--- src/hw/rtl/gdadd_pkg.sv ---
// Types, constants and microcode for the Gregorian date-add core.
// No dependencies; imported by the core and its checker.
package gdadd_pkg;

  typedef struct packed {
    logic [4:0]  start_day;
    logic [3:0]  start_month;
    logic [13:0] start_year;
    logic [15:0] days_to_add;
  } date_req_t;

  typedef struct packed {
    logic [4:0]  new_day;
    logic [3:0]  new_month;
    logic [13:0] new_year;
    logic        date_valid;
  } date_rsp_t;

  localparam logic [13:0] YEAR_MAX    = 14'd9999;
  localparam logic [3:0]  MONTH_JAN   = 4'd1;
  localparam logic [3:0]  MONTH_FEB   = 4'd2;
  localparam logic [3:0]  MONTH_DEC   = 4'd12;
  // floor(y / 100) == (y * 5243) >> 19 for every 14-bit y
  localparam logic [26:0] RECIP100    = 27'd5243;
  localparam logic [14:0] HUNDRED     = 15'd100;

  typedef enum logic [2:0] {
    ST_IDLE, ST_DIV, ST_LEAP, ST_CHECK, ST_ADV, ST_MONTH, ST_DONE, ST_SPARE
  } step_t;

  typedef enum logic [2:0] {
    OP_LOAD, OP_DIV, OP_LEAP, OP_CHECK, OP_FINAL, OP_ROLL, OP_EMIT
  } op_t;

  typedef enum logic [2:0] {
    C_ALWAYS, C_NO_REQ, C_INVALID, C_FINISH, C_YEAR_END, C_OUT_BUSY
  } cond_t;

  // Jump to tgt when cond holds, else go to nxt.
  typedef struct packed {
    op_t   op;
    cond_t cond;
    step_t tgt;
    step_t nxt;
  } uword_t;

  localparam uword_t UCODE [0:7] = '{
    '{op: OP_LOAD,  cond: C_NO_REQ,   tgt: ST_IDLE,  nxt: ST_DIV},
    '{op: OP_DIV,   cond: C_ALWAYS,   tgt: ST_LEAP,  nxt: ST_LEAP},
    '{op: OP_LEAP,  cond: C_ALWAYS,   tgt: ST_CHECK, nxt: ST_CHECK},
    '{op: OP_CHECK, cond: C_INVALID,  tgt: ST_DONE,  nxt: ST_ADV},
    '{op: OP_FINAL, cond: C_FINISH,   tgt: ST_DONE,  nxt: ST_MONTH},
    '{op: OP_ROLL,  cond: C_YEAR_END, tgt: ST_DIV,   nxt: ST_ADV},
    '{op: OP_EMIT,  cond: C_OUT_BUSY, tgt: ST_DONE,  nxt: ST_IDLE},
    '{op: OP_EMIT,  cond: C_ALWAYS,   tgt: ST_IDLE,  nxt: ST_IDLE}
  };

  function automatic logic [4:0] month_len(input logic [3:0] month, input logic leap);
    logic [4:0] len;
    unique case (month)
      4'd1, 4'd3, 4'd5, 4'd7, 4'd8, 4'd10, 4'd12: len = 5'd31;
      4'd4, 4'd6, 4'd9, 4'd11:                    len = 5'd30;
      MONTH_FEB:                                  len = leap ? 5'd29 : 5'd28;
      default:                                    len = 5'd0;
    endcase
    return len;
  endfunction

endpackage

--- src/hw/rtl/gregorian_date_add_days_core.sv ---
// Gregorian date-add core: microcoded sequencer over a small date datapath.
// Depends on gdadd_pkg.
//
// Request channel (req_valid/req_stall/req): start date and day count. A
// transaction is taken only while the sequencer sits in its idle step.
// Response channel (rsp_valid/rsp_stall/rsp): new date and date_valid flag,
// one response per request, in order.
// The sequencer loads the request, derives the century quotient and the
// leap flag, checks the start date, then walks the count month by month,
// rerunning the quotient, leap and check steps after each year boundary;
// an invalid date skips the walk. One request is in work at a time.
// The response sits in an output register, so a new request is accepted
// while the previous response is still stalled; a finished date then waits
// in the done step until the output register frees up.
// Reset (rst, synchronous) returns the sequencer to idle and drops rsp_valid.
module gregorian_date_add_days_core
  import gdadd_pkg::*;
#(
  parameter int COUNT_WIDTH = 16
) (
  input  logic      clk,
  input  logic      rst,
  input  logic      req_valid,
  output logic      req_stall,
  input  date_req_t req,
  output logic      rsp_valid,
  input  logic      rsp_stall,
  output date_rsp_t rsp
);

  step_t                  pc, pc_next;
  uword_t                 uw;
  logic [4:0]             day;
  logic [3:0]             month;
  logic [13:0]            year;
  logic [COUNT_WIDTH-1:0] remaining;
  logic [7:0]             quot;
  logic                   leap;
  logic                   valid;

  logic [4:0]  len;
  logic [4:0]  left;
  logic        finish;
  logic        date_ok;
  logic        out_busy;
  logic        cond_true;
  logic        emit;
  logic [26:0] prod;
  logic [14:0] hund;
  logic [13:0] rem100;
  logic        leap_calc;

  assign uw       = UCODE[pc];
  assign len      = month_len(month, leap);
  assign left     = len - day;
  assign finish   = remaining <= COUNT_WIDTH'(left);
  assign date_ok  = (year <= YEAR_MAX) && (len != 5'd0) && (day != 5'd0) && (day <= len);
  assign out_busy = rsp_valid && rsp_stall;

  assign prod      = 27'(year) * RECIP100;
  assign hund      = 15'(quot) * HUNDRED;
  assign rem100    = year - hund[13:0];
  assign leap_calc = (year[1:0] == 2'd0) && ((rem100 != 14'd0) || (quot[1:0] == 2'd0));

  always_comb begin
    unique case (uw.cond)
      C_ALWAYS:   cond_true = 1'b1;
      C_NO_REQ:   cond_true = !req_valid;
      C_INVALID:  cond_true = !date_ok;
      C_FINISH:   cond_true = finish;
      C_YEAR_END: cond_true = (month == MONTH_DEC);
      C_OUT_BUSY: cond_true = out_busy;
      default:    cond_true = 1'b1;
    endcase
    pc_next = cond_true ? uw.tgt : uw.nxt;
  end

  always_comb begin
    req_stall = (uw.op != OP_LOAD);
    emit      = (uw.op == OP_EMIT) && !out_busy;
  end

  always_ff @(posedge clk) begin
    if (rst) begin
      pc <= ST_IDLE;
    end else begin
      pc <= pc_next;
    end
  end

  always_ff @(posedge clk) begin
    unique case (uw.op)
      OP_LOAD: begin
        if (req_valid) begin
          day       <= req.start_day;
          month     <= req.start_month;
          year      <= req.start_year;
          remaining <= COUNT_WIDTH'(req.days_to_add);
        end
      end
      OP_DIV:   quot  <= prod[26:19];
      OP_LEAP:  leap  <= leap_calc;
      OP_CHECK: valid <= date_ok;
      OP_FINAL: begin
        if (finish) begin
          day <= day + remaining[4:0];
        end
      end
      OP_ROLL: begin
        remaining <= remaining - (COUNT_WIDTH'(left) + COUNT_WIDTH'(1));
        day       <= 5'd1;
        if (month == MONTH_DEC) begin
          month <= MONTH_JAN;
          year  <= (year >= YEAR_MAX) ? 14'd0 : year + 14'd1;
        end else begin
          month <= month + 4'd1;
        end
      end
      OP_EMIT: ;
      default: ;
    endcase
  end

  always_ff @(posedge clk) begin
    if (rst) begin
      rsp_valid <= 1'b0;
    end else if (emit) begin
      rsp_valid <= 1'b1;
    end else if (!rsp_stall) begin
      rsp_valid <= 1'b0;
    end
  end

  always_ff @(posedge clk) begin
    if (emit) begin
      rsp.new_day    <= day;
      rsp.new_month  <= month;
      rsp.new_year   <= year;
      rsp.date_valid <= valid;
    end
  end

endmodule

--- config.mk ---
export PLATFORM = sky130hd
export DESIGN_NAME = gregorian_date_add_days_core
export DESIGN_NICKNAME = d
export VERILOG_FILES = /design/src/hw/rtl/gdadd_pkg.sv /design/src/hw/rtl/gregorian_date_add_days_core.sv
export SDC_FILE = /design/constraint.sdc
export NUM_CORES = 1
export LEC_CHECK = 0
export BUFFER_PORTS_ARGS = -buffer_cell sky130_fd_sc_hd__clkbuf_2
export CAP_MARGIN = 20
export CELL_PAD_IN_SITES_DETAIL_PLACEMENT = 0
export CELL_PAD_IN_SITES_GLOBAL_PLACEMENT = 1
export CORE_MARGIN = 2
export CORE_UTILIZATION = 25
export DETAILED_ROUTE_END_ITERATION = 10
export GPL_TIMING_DRIVEN = 0
export PLACE_DENSITY = 0.45
export SLEW_MARGIN = 15
export SYNTH_ARGS = -nofsm -noshare
export SYNTH_HDL_FRONTEND = slang
export SYNTH_SLANG_ARGS = --single-unit
--- constraint.sdc ---
create_clock -name clk -period 5.33 [get_ports clk]
set_input_delay 0.2665 -clock clk [delete_from_list [all_inputs] [get_ports clk]]
set_output_delay 0.2665 -clock clk [all_outputs]
set_load 0.02 [all_outputs]
==> reports/qor.yml, run 1 <==
criticalPathCategory: "reg -> reg"
critPathCaptureType: "flop"
gr-usage-met3: 0.01505
synth_seq_cells: 77
slew_violations: 0
track_usage: 0.1340
synthArstFlopShare: 0
min_path_type: "in -> reg"
viasPerCell: 4.314
worst_pin_slew_ns: 0.8701
clock_latency_ns: 0.35
grt_pass1_vias: 6558
maxCapViolCount: 0
drtIter0Drc: 196
timing.hold.ws_ns: 0.1884
path_cells: "buf_4, fa_1, ha_1, inv_1, fa_1, inv_1, fa_1, fa_1, ha_4, a21o_1, a311o_1, a21oi_2, o211ai_1, a2111oi_2, nor3_2, xnor2_1"
cp-start-kind: "flop"
synth-warning-count: 0
finalCritPeriodShare: 0.9772
grt_overflow: 0
critical_path.max_stage_delay_ns: 0.57
die_x_um: 190.9
outcome: "completed"
antenna_found_initial: 0
grt_util_met1: 0.1837
grt.met2_usage: 0.2278
start_util: 0.2535
area_growth_pct: 19.78
portBuffers: 68
cts_sinks: 77
ios: 69
synth_seq_area_share: 0.2601
setup_violations: 0
fin_worst_skew_ns: 0.009400
timing.fmax_mhz: 192.0
cp_slowest_cell: "fa_1"
num_vias: 6174
wl_um: 23090
top_usage_layer: "met2"
synth_nets: 1136
worstPathRequired_ns: 5.49
worstPathArrival_ns: 5.37
synthCells: 849
postRouteAntennaNets: 0
synth_ff_type: "edfxtp_1"
synth_top_area_share: 0.2509
min_period_ns: 5.208
ys_top_cells_by_area: "edfxtp_1 25%, ha_1 25%, fa_1 16%"
routedWlPerCell_um: 16.14
die-area_um2: 36450
drive_above_1_share: 0.1660
core-area_um2: 34460
crit_fanout: 5
syn_avg_cell_area_um2: 10.29
ys_types: 61
clk_path_buf_depth: 2
cts_tree: "done"
dp_hpwl_um: 18820
grt_start_max_net_pins: 21
rows: 68
htree_levels: 3
firstDrtPassIters: 6
gp_congestion: 0.7677
cts_buffers: 9
grt_pass1_wl_um: 36840
final-hold-violation-count: 0
slew-limit-headroom: 0.4049
layout.nets: 1258
crit_top_cell: "fa_1"
synth_edf_count: 73
critical-path-top-delay-family: "adder cells"
clk_pin_slew_ns: 0.07
synth_area_leader_cell: "edfxtp_1"
chipHeight_um: 190.9
cts-root-buf: "clkbuf_16"
n_antenna_cell: 0
path_buf_inv: 3
netlist_area_um2: 8736
route.detailed.drc: 0
cts_hold_buf: 0
## cells in the final DEF, fill, tap and decap left out, drive strengths merged, types with 3 or more instances in the layout
cell and n:
ha 175, inv 156, clkbuf 85, edfxtp 73
fa 69, nand2 59, o21ai 48, buf 44
xnor2 38, a21oi 36, nor2 27, a21o 17
xor2 15, nor3 15, nand3 11, nand4 8
nand2b 7, or4 6, nor2b 5, o21a 5
o21bai 5, o22ai 5, a211oi 5, a22o 4
a211o 4, and3 4, dfxtp 4, nor4 4
o41ai 3, mux2i 3, mux2 3, and2b 3
## final cells by class
cell class	instances	area (um2)
Multi-Input combinational cell	612	6011
Clock inverter	7	78.83
Timing Repair Buffer	111	699.4
Fill cell	3663	23990
Tap cell	455	569.3
Inverter	151	566.8
Sequential cell	77	2272
Buffer	9	41.29
Clock buffer	9	225.2
## synthesized netlist by cell type, types with 7 or more instances
cell	number
clkbuf_1	8
edfxtp_1	73
o21ai_0	48
fa_1	69
nand2b_1	7
a21oi_1	35
nand4_1	8
inv_1	151
xor2_1	15
nand3_1	11
xnor2_1	38
nor3_1	15
ha_1	175
nand2_1	59
nor2_1	27
a21o_1	17
## layer usage
metal / share of wire / routed length (um)
met1: 0.49 / 11280
met2: 0.48 / 11040
met3: 0.026 / 604
met4: 0.0076 / 175
met5: 0 / 0
## registers in the layout, indices dropped and copies added (netlist names)
signal     cells
pc             3
rsp           24
month          4
remaining     16
valid          1
quot           8
year          14
leap           1
rsp_valid      1
day            5
## cell families after synthesis
| group | Yosys count | synth area share |
|---|---|---|
| flip-flops | 77 | 0.2601 |
| multiplexers | 6 | 0.007734 |
| AND/OR/NAND/NOR | 161 | 0.09396 |
| adder cells (fa/ha/maj) | 244 | 0.4088 |
| buffers and inverters | 160 | 0.06961 |
| XOR/XNOR | 53 | 0.05314 |
| AO/OA/AOI/OAI | 148 | 0.1067 |
## what timing repair did
action | in CTS | in global routing
resized for setup | 2 | 14
setup endpoints to repair | 5 | 3
buffers inserted | 29 | 12
pin swaps | 0 | 23
## final timing paths
| kind | from | to | slack [ns] | depth (start not counted) |
|---|---|---|---|---|
| setup / recovery | year[7]$_DFFE_PP_ | quot[7]$_DFFE_PN_ | 0.12 | 16 |
| hold / removal | req[16] | year[0]$_DFFE_PP_ | 0.19 | 3 |
| setup reg to reg | year[7]$_DFFE_PP_ | quot[7]$_DFFE_PN_ | 0.12 | 16 |
| hold reg to reg | valid$_DFFE_PN_ | rsp[0]$_DFFE_PP_ | 0.42 | 0 |
## worst reg2reg max path, stage by stage, from the launching register on
cell	delay, ns
edfxtp_1	0.56
buf_4	0.22
fa_1	0.49
ha_1	0.15
inv_1	0.05
fa_1	0.50
inv_1	0.06
fa_1	0.48
fa_1	0.57
ha_4	0.22
a21o_1	0.17
a311o_1	0.33
a21oi_2	0.20
o211ai_1	0.24
a2111oi_2	0.45
nor3_2	0.08
xnor2_1	0.24
## stage by stage
step                worst slack [ns]    util  cell area, um2  std cells  setup TNS, ns
global route               -0.002472  0.3037           10460       1431      -0.002472
detailed placement           -0.3932  0.2820            9716       1374        -0.8604
CTS                          0.03040  0.2976           10250       1419              0
global placement             -0.3850  0.2799            9646       1372        -0.8855
finish                        0.1218  0.3037           10460       1431              0
floorplan                     0.5031       -            8736        849              0
Power of run 1 is left out: the tool's default activity adds up to more than one toggle a clock period on the data nets, which glitch-free logic cannot reach.
==> run 2: changes to the inputs <==
--- a/config.mk
+++ b/config.mk
@@ -5,6 +5,7 @@
 export SDC_FILE = /design/constraint.sdc
 export NUM_CORES = 1
 export LEC_CHECK = 0
+export ABC_AREA = 1
 export BUFFER_PORTS_ARGS = -buffer_cell sky130_fd_sc_hd__clkbuf_2
 export CAP_MARGIN = 20
 export CELL_PAD_IN_SITES_DETAIL_PLACEMENT = 0
@@ -13,7 +14,7 @@
 export CORE_UTILIZATION = 25
 export DETAILED_ROUTE_END_ITERATION = 10
 export GPL_TIMING_DRIVEN = 0
-export PLACE_DENSITY = 0.45
+export PLACE_DENSITY = 0.47
 export SLEW_MARGIN = 15
 export SYNTH_ARGS = -nofsm -noshare
 export SYNTH_HDL_FRONTEND = slang
==> reports/qor.yml, run 2 <==
outcome: "completed"
maxCapViolCount: 0
path_depth: 13
grt_pass1_vias: 7585
fin_ws_ns: 0.2261
synth_top_area_share: 0.2284
n_antenna_cell: 0
synth_common_cells: "235 x inv_1, 222 x nand2_1, 175 x ha_1, 83 x nor2_1, 73 x edfxtp_1"
drive_above_1_share: 0.1133
min_period_ns: 5.104
cts_buffers: 9
core-area_um2: 37760
netlist_area_um2: 9598
wl_um: 26740
ios: 69
mostFrequentLayoutCell: "inv_1"
grt_pass1_wl_um: 42270
ys_top_cells_by_area: "edfxtp_1 23%, ha_1 23%, fa_1 14%"
crit_fanout: 13
final-hold-violation-count: 0
firstDrtPassIters: 4
routedWlPerCell_um: 15.24
synth_nets: 1421
cp-start-kind: "flop"
setup_violations: 0
critical-path-top-delay-family: "adder cells"
largest_register: "rsp"
postRouteAntennaNets: 0
slew_violations: 0
cts_sinks: 77
path_cells: "fa_1, ha_1, fa_1, fa_1, fa_1, ha_1, nand2_1, nor2_1, inv_1, nor3_1, nand4_1, nand3_1, xor2_1"
syn_avg_cell_area_um2: 8.464
chipHeight_um: 199.9
synth_seq_cells: 77
timing.fmax_mhz: 195.9
die-area_um2: 39980
synth_edf_count: 73
r2r-end: "quot[4]$_DFFE_PN_"
rows: 71
clock_latency_ns: 0.36
worst_pin_slew_ns: 0.8291
clk_path_buf_depth: 2
cts-root-buf: "clkbuf_16"
viasPerCell: 4.194
synth_ff_type: "edfxtp_1"
portBuffers: 68
top_regs: "rsp x24, remaining x16, year x14"
track_usage: 0.1402
synthCells: 1134
nFillCells: 4095
criticalPathCategory: "reg -> reg"
cts_tree: "done"
start_util: 0.2542
r2r_setup_slack_ns: 0.23
critical_path.max_stage_delay_ns: 0.89
path_buf_inv: 1
worstPathArrival_ns: 5.29
cp_slowest_cell: "edfxtp_1"
synth-warning-count: 0
min_path_type: "in -> reg"
finalCritPeriodShare: 0.9576
synth_area_leader_cell: "edfxtp_1"
largest_reg_flops: 24
dp_hpwl_um: 22780
drtIter0Drc: 260
worstSetupEndpoint: "quot[4]$_DFFE_PN_"
reg2reg_from: "year[13]$_DFFE_PP_"
critPathCaptureType: "flop"
die_x_um: 199.9
startpoint: "year[13]$_DFFE_PP_"
final_cell_mix: "235 x inv_1, 222 x nand2_1, 175 x ha_1"
antenna_found_initial: 0
num_vias: 7361
area_growth_pct: 16.07
r2r_cells: 13
synthArstFlopShare: 0
ys_types: 45
route.detailed.drc: 0
preCtsSetupSlack_ns: 0.1674
slew-limit-headroom: 0.4473
clk_pin_slew_ns: 0.07
synth_most_common_cell: "inv_1"
htree_levels: 3
timing.hold.ws_ns: 0.1110
fin_worst_skew_ns: 0.01432
layout.nets: 1526
synth_seq_area_share: 0.2367
gp_congestion: 0.7877
grt_overflow: 0
grt_start_max_net_pins: 21
crit_top_cell: "fa_1"
worstPathRequired_ns: 5.51
run 2: cell count changes after synthesis, moves of 24 or more:
cell,previous run,this run
nand2_1,59,222
nand3_1,11,53
o21ai_0,48,24
inv_1,151,235
nor2_1,27,83
xnor2_1,38,12
run 2: cell families (layout without fill, tap and decap cells):
kind of cell | Yosys count | in the layout | synth area share
simple gates | 406 | 406 | 0.1795
buf+inv | 248 | 358 | 0.09868
fa+ha+maj | 244 | 244 | 0.3721
compound gates | 115 | 115 | 0.07274
flops | 77 | 77 | 0.2367
xor+xnor | 43 | 43 | 0.03924
mux | 1 | 1 | 0.001043
run 2: stage by stage:
step	cell area [um2]	instances	util	TNS, ns
2_1_floorplan	9598	1134	-	0
3_3_place_gp	10580	1713	0.2802	0
3_5_place_dp	10640	1715	0.2817	0
4_1_cts	10940	1731	0.2899	0
5_1_grt	11140	1755	0.2951	-0.02956
6_report	11140	1755	0.2951	0
run 2: layout make-up:
class / instances / area (um2) / share of cell area
tap: 511 / 639.4 / 0.05739
buffer: 7 / 42.54 / 0.003819
clock inverter: 7 / 82.58 / 0.007412
clock buffer: 9 / 225.2 / 0.02022
sequential: 77 / 2272 / 0.2040
multi-input combinational: 809 / 6406 / 0.5750
inverter: 241 / 904.6 / 0.08120
timing repair buffer: 94 / 568.0 / 0.05099
run 2: repair_timing:
action / in CTS / in global routing
setup endpoints to repair: 0 / 3
setup buffers: 0 / 24
hold buffers: 0 / 0
gates resized for setup: 0 / 1
run 2: worst min-delay path by stage:
stage               startpoint                      to  depth (start not counted)
3_5_place_dp   valid$_DFFE_PN_        rsp[0]$_DFFE_PP_                          0
4_1_cts                    rst  rsp_valid$_SDFFE_PP0P_                          2
2_1_floorplan              rst  rsp_valid$_SDFFE_PP0P_                          1
3_3_place_gp   valid$_DFFE_PN_        rsp[0]$_DFFE_PP_                          0
5_1_grt                    rst  rsp_valid$_SDFFE_PP0P_                          2
6_report                   rst  rsp_valid$_SDFFE_PP0P_                          2
run 2: per-layer routing:
metal  up-vias  routed length (um)  global-route usage
met5         -                   0                   0
met4         0                 366             0.03374
met3        16                 482             0.01512
met2        66               12850              0.2409
met1      3408               13050              0.1884
li1       3871                   -                   -
Power of run 2 is left out for the same reason.
==> run 3: changes to the inputs <==
--- a/config.mk
+++ b/config.mk
@@ -13,8 +13,8 @@
 export CORE_MARGIN = 2
 export CORE_UTILIZATION = 25
 export DETAILED_ROUTE_END_ITERATION = 10
-export GPL_TIMING_DRIVEN = 0
 export PLACE_DENSITY = 0.47
+export REMOVE_ABC_BUFFERS = 1
 export SLEW_MARGIN = 15
 export SYNTH_ARGS = -nofsm -noshare
 export SYNTH_HDL_FRONTEND = slang
==> reports/qor.yml, run 3 (synthesis results as in run 2) <==
outcome: "completed"
rows: 71
fin_cells: 1738
portBuffers: 68
finalCritPeriodShare: 0.9092
fin_worst_skew_ns: 0.01379
cts-resized-gates: 0
cts_tree: "done"
maxCapViolCount: 0
grt_pass1_wl_um: 43120
die-area_um2: 39980
n_antenna_cell: 0
wl_um: 27400
postLayoutCellArea_um2: 10980
drtIter0Drc: 318
min_path_type: "in -> reg"
min_period_ns: 4.846
grt_start_max_net_pins: 39
gp_congestion: 0.7720
top_regs: "rsp x24, remaining x16, year x14"
slew_violations: 0
critPathCaptureType: "flop"
setup_tns_ns: 0
core-area_um2: 37760
cts_buffers: 9
largest_reg_flops: 24
firstDrtPassIters: 4
drive_above_1_share: 0.1011
crit_fanout: 11
worstPathRequired_ns: 5.43
timing.fmax_mhz: 206.4
cp-start-kind: "flop"
clk_pin_slew_ns: 0.07
routedWlPerCell_um: 15.76
num_vias: 7332
htree_levels: 3
chipHeight_um: 199.9
cts_hold_buf: 0
worstPathArrival_ns: 4.95
antenna_found_initial: 0
place_area_um2: 10670
layout.nets: 1509
cts-root-buf: "clkbuf_16"
largest_register: "rsp"
clk_path_buf_depth: 2
final_cell_mix: "235 x inv_1, 222 x nand2_1, 175 x ha_1"
ios: 69
grt_pass1_vias: 7615
worst_pin_slew_ns: 0.9497
clock_latency_ns: 0.36
postCtsSetupBuffers: 0
mostFrequentLayoutCell: "inv_1"
die_x_um: 199.9
slew-limit-headroom: 0.3654
cts_sinks: 77
area_growth_pct: 14.40
criticalPathCategory: "reg -> reg"
grt_overflow: 0
start_util: 0.2542
setup_violations: 0
final-hold-violation-count: 0
viasPerCell: 4.219
place_inst: 1722
route.detailed.drc: 0
track_usage: 0.1437
postRouteAntennaNets: 0
dp_hpwl_um: 23320
rsz0062_at_grt: "no"
[run 3: routing by layer]
metal / up-vias / share of wire / GRT usage
li1: 3830 / - / -
met1: 3408 / 0.49 / 0.1972
met2: 78 / 0.48 / 0.2446
met3: 16 / 0.023 / 0.01546
met4: 0 / 0.011 / 0.02936
met5: - / 0 / 0
[run 3: critical path, cell delays in order (launching register included)]
cell	delay, ns
edfxtp_1	0.75
fa_1	0.54
ha_1	0.32
fa_1	0.47
fa_1	0.54
fa_1	0.50
ha_1	0.36
a21oi_1	0.23
o21ai_0	0.14
a211oi_1	0.36
nand3_1	0.21
xor2_1	0.18
[run 3: worst paths after layout]
| kind | from | to | slack (ns) | cells past startpoint |
|---|---|---|---|---|
| max | year[12]$_DFFE_PP_ | quot[4]$_DFFE_PN_ | 0.48 | 11 |
| min reg2reg | valid$_DFFE_PN_ | rsp[0]$_DFFE_PP_ | 0.43 | 0 |
| max reg2reg | year[12]$_DFFE_PP_ | quot[4]$_DFFE_PN_ | 0.48 | 11 |
| min | rst | rsp_valid$_SDFFE_PP0P_ | 0.09 | 2 |
[run 3: final cells by class]
class	instances	area, um2
inverters	241	904.6
repair buffers	84	460.4
well taps	511	639.4
clock buffers	9	225.2
multi-input cells	809	6397
clock inverters	7	81.33
fillers	4045	26770
flip-flops and latches	77	2272
[run 3: stage by stage]
step / hold WS (ns) / util / setup WS, ns
6_report: 0.09458 / 0.2908 / 0.4840
3_3_place_gp: 0.4054 / 0.2825 / 0.4850
2_1_floorplan: 0.3356 / - / 0.9272
5_1_grt: 0.09534 / 0.2908 / 0.1854
4_1_cts: 0.08118 / 0.2908 / 0.4786
3_5_place_dp: 0.4156 / 0.2827 / 0.4577
Power of run 3 is left out for the same reason.
